## src/design/lpd_pkg.sv

```systemverilog
// lpd_pkg: shared types and codes of the lp distance query engine
// no dependencies

package lpd_pkg;

    localparam logic [63:0] ALL_ONES = 64'hFFFF_FFFF_FFFF_FFFF;

    localparam logic CMD_LOAD  = 1'b0;
    localparam logic CMD_QUERY = 1'b1;

    localparam logic REG_EXPONENT_P    = 1'b0;
    localparam logic REG_VALUES_IN_USE = 1'b1;

    typedef struct packed {
        logic        start;
        logic [63:0] a;
        logic [31:0] b;
    } t_mul_req;

    typedef struct packed {
        logic        done;
        logic [63:0] prod;
        logic        ovf;
    } t_mul_rsp;

endpackage

```

## src/design/lpd_mul.sv

```systemverilog
// lpd_mul: 64 by 32 bit multiply with overflow flag, one 32x32 multiplier used twice
// depends on lpd_pkg

module lpd_mul
    import lpd_pkg::*;
(
    input  logic     i_clk,
    input  logic     i_rst_n,
    input  t_mul_req i_req,
    output t_mul_rsp o_rsp
);

    logic        r_s1;
    logic        r_s2;
    logic [31:0] r_ah;
    logic [31:0] r_b;
    logic [63:0] r_lo;
    logic [63:0] r_hi;
    logic [31:0] n_x;
    logic [31:0] n_y;
    logic [63:0] n_mult;
    logic [32:0] n_mid;

    assign n_x    = r_s1 ? r_ah : i_req.a[31:0];
    assign n_y    = r_s1 ? r_b : i_req.b;
    assign n_mult = 64'(n_x) * 64'(n_y);

    always_ff @(posedge i_clk) begin
        if (!i_rst_n) begin
            r_s1 <= 1'b0;
            r_s2 <= 1'b0;
        end else begin
            r_s1 <= i_req.start;
            r_s2 <= r_s1;
        end
        if (i_req.start) begin
            r_lo <= n_mult;
            r_ah <= i_req.a[63:32];
            r_b  <= i_req.b;
        end
        if (r_s1) begin
            r_hi <= n_mult;
        end
    end

    assign n_mid      = {1'b0, r_lo[63:32]} + {1'b0, r_hi[31:0]};
    assign o_rsp.done = r_s2;
    assign o_rsp.prod = {n_mid[31:0], r_lo[31:0]};
    assign o_rsp.ovf  = (|r_hi[63:32]) | n_mid[32];

endmodule

```

## config.mk

```make
export PLATFORM = sky130hd
export DESIGN_NAME = lpd_mul
export DESIGN_NICKNAME = d
export VERILOG_FILES = /design/src/design/lpd_pkg.sv /design/src/design/lpd_mul.sv
export SDC_FILE = /design/constraint.sdc
export NUM_CORES = 2
export LEC_CHECK = 0
export BUFFER_PORTS_ARGS = -buffer_cell sky130_fd_sc_hd__buf_4
export CAP_MARGIN = 40
export CORE_MARGIN = 2
export CORE_UTILIZATION = 60
export DETAILED_ROUTE_END_ITERATION = 7
export PLACE_DENSITY_LB_ADDON = 0.25
export SYNTH_ARGS = -nofsm -noshare
export SYNTH_HDL_FRONTEND = slang
export SYNTH_SLANG_ARGS = --single-unit
```

## constraint.sdc

```tcl
create_clock -name i_clk -period 14.15 [get_ports i_clk]
set_input_delay 0.7075 -clock i_clk [delete_from_list [all_inputs] [get_ports i_clk]]
set_output_delay 0.7075 -clock i_clk [all_outputs]
set_load 0.1 [all_outputs]
```

# After elaboration in Yosys (flattened, before gate mapping)
# Index checks and enable logic that the tools add are counted.
# classes
shifts	0
div_mod_pow	0
muxes	2
addsub	1
mul	1
n_eq_ne	0
n_reduce_logical	1
magnitude_cmp	0
n_bitwise	1
# op_table
operator	count
$mul A32 B32 Y64	1
$mux W32	2
$add A32 B32 Y33	1
$reduce_or A32 Y1	1
$or A1 B1 Y1	1
# word_totals
reg_bits	194
output_inout_bits	66
n_memories	0
ramBits	0
in_bits	99
latchBits	0
rom_bits	0
wordCells	12

# Longest topological paths before layout
# logic_depth
ltp_word	2
depth_mapped	33
ltp_nobuf	28

# Worst setup path before layout
# OpenSTA, ideal clock, no wires.
# synth_path
path_type	reg-to-reg
startpoint	reg r_s1
endpoint	reg r_hi[62] (data pin)
arrival_time_ns	9.827
t_required_ns	13.885
path_stages_with_launch	31
path_buffers	6
setup_slack_ns	4.057
period_less_slack_ns	10.093
path_cell_list	dfxtp_1 -> clkbuf_1 -> clkbuf_1 -> buf_2 -> buf_1 -> mux2i_1 -> clkbuf_1 -> nor2_1 -> fa_1 -> fa_1 -> fa_1 -> inv_1 -> fa_1 -> inv_1 -> fa_1 -> inv_1 -> fa_1 -> inv_1 -> fa_1 -> fa_1 -> ha_1 -> buf_2 -> a21oi_1 -> o21a_1 -> o221ai_1 -> or4_1 -> a21oi_2 -> o21bai_1 -> a31oi_2 -> o21ai_1 -> xor2_1
# synth_between
elab_chain_len	2
elab_cells_between_ends	3
cone_classes	mul (1); mux (2)
# synth_lines
item	line	source
start, declared	lpd_mul.sv:13	logic r_s1;
start signal, assigned	lpd_mul.sv:33	r_s1 <= i_req.start;
$mux W32, on equally long branches	lpd_mul.sv:24, lpd_mul.sv:25	
$mul A32 B32 Y64 *	lpd_mul.sv:26	assign n_mult = 64'(n_x) * 64'(n_y);
named net n_mult[62]	lpd_mul.sv:21	logic [63:0] n_mult;
end signal, assigned	lpd_mul.sv:42	r_hi <= n_mult;
end, declared	lpd_mul.sv:18	logic [63:0] r_hi;
# Mark *: on every way through the listed nets, which the timed path passes. The rest lies on a longest branch.
# A chain may end at the register's enable or synchronous reset.

# Worst setup path after layout
# layout_path
startpoint	reg r_s1
endpoint	reg r_lo[56] (data pin)
# layout_between
elab_chain_len	2
elab_cells_between_ends	3
cone_classes	mul (1); mux (2)
# layout_lines
item	line	source
$mux W32, on equally long branches	lpd_mul.sv:24, lpd_mul.sv:25	
$mul A32 B32 Y64 *	lpd_mul.sv:26	
named net n_mult[56]	lpd_mul.sv:21	
end signal, assigned	lpd_mul.sv:37	r_lo <= n_mult;
end, declared	lpd_mul.sv:17	logic [63:0] r_lo;
# Marks and branches as above.

==> metrics.txt <==
hold buffer count at cts 0; critical path's most frequent cell sky130_fd_sc_hd__fa_1; cell family with the largest share of critical-path delay adder cells; area after detailed placement 43000 um^2; worst r2r path cells 26; die extent in y 265 um; area occupied by multi-input gates 31000 um^2; dominant cell type by area after synthesis sky130_fd_sc_hd__fa_1; remaining global-route overflow 0; stages on the worst setup path 26; sum of buffers and inverters on the critical path 6; number of enable flip-flop cells after synthesis 192; asr flop ratio synth 0%; vias after detailed routing 31093; number of buffers inserted to repair setup after CTS 0; number of distinct standard cells referenced by the synthesized netlist 82; data arrival time of the critical path 10.16 ns; iteration count of the initial detailed-routing pass 7; number of antenna violations at the first check in global routing 3; first-pass GRT wire length 195 mm; CTS tree built; area of all placed cells without fillers 43600 um^2; via count of the first global-routing pass 32769; filler cell count 5436; Cell Area, Synth 40800 um^2; number of buffers between clock root and the deepest sink 2; number of warnings reported in the yosys synthesis log 0; total detailed-routing wirelength 129 mm; total negative slack for setup checks 0 ns; Hold Vio Cnt, Final 0; antenna cells 0; die area 70100 um^2; biggest area contributors in the synthesized netlist sky130_fd_sc_hd__fa_1 (44%), sky130_fd_sc_hd__edfxtp_1 (14%), sky130_fd_sc_hd__ha_1 (9.0%); Initial DRC Count 3135; number of nets in the final layout 5592; number of H-tree levels 4; outcome finished clean; area share of the largest cell type after synthesis 44.0%; final antenna-violating net count 0; GRT Total Usage 38.0%; DRC 0; Register Area 5810 um^2; hold slack 0.362 ns; number of cells produced by synthesis 4262; Final min period 9.92 ns; Critical Path Fanout Max 51; worst path required time 14.40 ns; period utilization 70.1%; maximum number of pins on one net before global-route repair 110; worst slew margin relative to its limit 34.2%; most used flip-flop cell after synthesis sky130_fd_sc_hd__edfxtp_1; TritonCTS Sinks 194; boundary pin count 165; measured slew at the worst slew-check pin 0.966 ns; instance count along the most critical hold path 1; Final Max Slew Viols 0; clock-pin slew of the registers on the worst-case setup and hold paths 0.09 ns; worst hold path class input pin to flip-flop; final estimated routing congestion in global placement 0.983; buffers added on ports 164; Avg Vias per Cell 5.99; number of failing setup endpoints in the final timing report 0; Worst setup SP type flip-flop; mean instance size in the synthesized netlist 9.58 um^2; critical path's slowest cell sky130_fd_sc_hd__buf_4; count of state elements after synthesis 194; clock tree root driver cell sky130_fd_sc_hd__clkbuf_16; Max Clk Rate 101 MHz; number of rows in the core area 95; RSZ-0062 raised after global routing false; relative area change from synthesis to final layout 6.88%; post-route core utilization 64.8%; total of max-cap violations 0; post-cts repair resize count 0; worst clock skew on the final layout 0.0202 ns; endpoint kind of the worst setup timing path flip-flop; layout cell share with drive strength beyond 1 9.13%; Post-Synthesis Net Count 5553; cts bufs inserted 17; die span in x 265 um; average wire per standard cell 24.8 um; Clk Latency, worst-skew pair 0.52 ns; worst stage delay on the critical path 0.79 ns; class of the most critical setup path flip-flop to flip-flop; effective utilization at floorplan 60.7%; register area share after synthesis 14.2%; final HPWL from detailed placement 98.6 mm; core box area 67300 um^2
## registers in the layout, indices dropped and copies added, names as in the netlist
name / count
r_s1: 1
r_b: 32
r_lo: 64
r_s2: 1
r_ah: 32
r_hi: 64
## worst paths after layout
path / from / endpoint / slack (ns)
max: r_s1 / r_lo[56] / 4.23
min: i_req[95] / r_ah[31] / 0.36
min reg2reg: r_s1 / r_hi[16] / 0.76
max reg2reg: r_s1 / r_lo[56] / 4.23
## through the flow
step | worst slack (ns) | cells
6_report | 4.23 | 5187
5_1_grt | 3.91 | 5187
4_1_cts | 4.38 | 5187
3_5_place_dp | 4.47 | 5155
3_3_place_gp | 4.55 | 5153
2_1_floorplan | 4.06 | 4262
## synthesized netlist by cell type (all sizes together), types with 3 or more instances
library cell	number
xor2	32
mux2i	64
nand4	17
o211ai	4
fa	897
o21bai	11
a221o	3
o21ai	49
a41oi	3
mux2	65
a21boi	6
edfxtp	192
and2	5
a21oi	95
a21o	51
buf	44
nand2b	6
a211oi	9
clkbuf	168
ha	295
xnor2	54
nor2	643
a31oi	11
a31o	4
nor4	12
o31ai	4
o41ai	4
inv	883
nand2	517
nand3	23
o21a	12
nor3	16
nor2b	11
and3	9
## layout make-up
class,instances,share of cell area (%)
Multi-Input combinational cell,2973,71.1
Sequential cell,194,13.3
Inverter,883,7.60
Timing Repair Buffer,232,4.07
Tap cell,873,2.50
Clock buffer,17,0.975
Clock inverter,15,0.490
## layout by cell type (no fill, tap or decap), types with 4 or more instances in the layout
cell,Yosys,final
sky130_fd_sc_hd__clkinv_8,0,6
sky130_fd_sc_hd__clkbuf_16,0,17
sky130_fd_sc_hd__mux2_2,65,65
sky130_fd_sc_hd__xnor2_1,54,54
sky130_fd_sc_hd__o21bai_1,11,11
sky130_fd_sc_hd__mux2i_1,64,21
sky130_fd_sc_hd__buf_4,33,228
sky130_fd_sc_hd__xor2_1,32,32
sky130_fd_sc_hd__a31o_2,4,4
sky130_fd_sc_hd__nor4_1,12,12
sky130_fd_sc_hd__o21ai_0,48,48
sky130_fd_sc_hd__o21a_1,12,12
sky130_fd_sc_hd__a21o_1,49,49
sky130_fd_sc_hd__a211oi_1,9,9
sky130_fd_sc_hd__and2_1,5,5
sky130_fd_sc_hd__nand2b_1,6,6
sky130_fd_sc_hd__mux2i_2,0,36
sky130_fd_sc_hd__a21oi_1,94,94
sky130_fd_sc_hd__o211ai_1,4,4
sky130_fd_sc_hd__ha_1,295,295
sky130_fd_sc_hd__nor3_1,16,16
sky130_fd_sc_hd__nor2b_1,11,11
sky130_fd_sc_hd__mux2i_4,0,7
sky130_fd_sc_hd__a21boi_0,5,5
sky130_fd_sc_hd__nor2_1,643,643
sky130_fd_sc_hd__and3_1,8,8
sky130_fd_sc_hd__nand4_1,17,17
sky130_fd_sc_hd__inv_1,883,883
sky130_fd_sc_hd__nand2_1,517,517
sky130_fd_sc_hd__a31oi_1,9,9
sky130_fd_sc_hd__edfxtp_1,192,192
sky130_fd_sc_hd__nand3_1,22,22
sky130_fd_sc_hd__o31ai_1,4,4
sky130_fd_sc_hd__fa_1,897,897
## cell families after synthesis
family          count (synthesis)  synth area share, %
simple gates                 1274                 12.4
fa+ha+maj                    1192                 53.0
buf+inv                      1095                 10.4
compound gates                292                 4.79
flops                         194                 14.2
mux                           129                 3.36
xor+xnor                       86                 1.85
## layer usage
layer	GRT usage [%]	vias up	wire [um]
li1	-	12956	-
met1	48.8	15693	45700
met2	59.6	1945	58800
met3	9.17	491	15000
met4	21.9	8	9070
met5	0	-	50
Power is not shown: default switching activity piles up to over one toggle a cycle in this logic, so the estimate is an artifact.
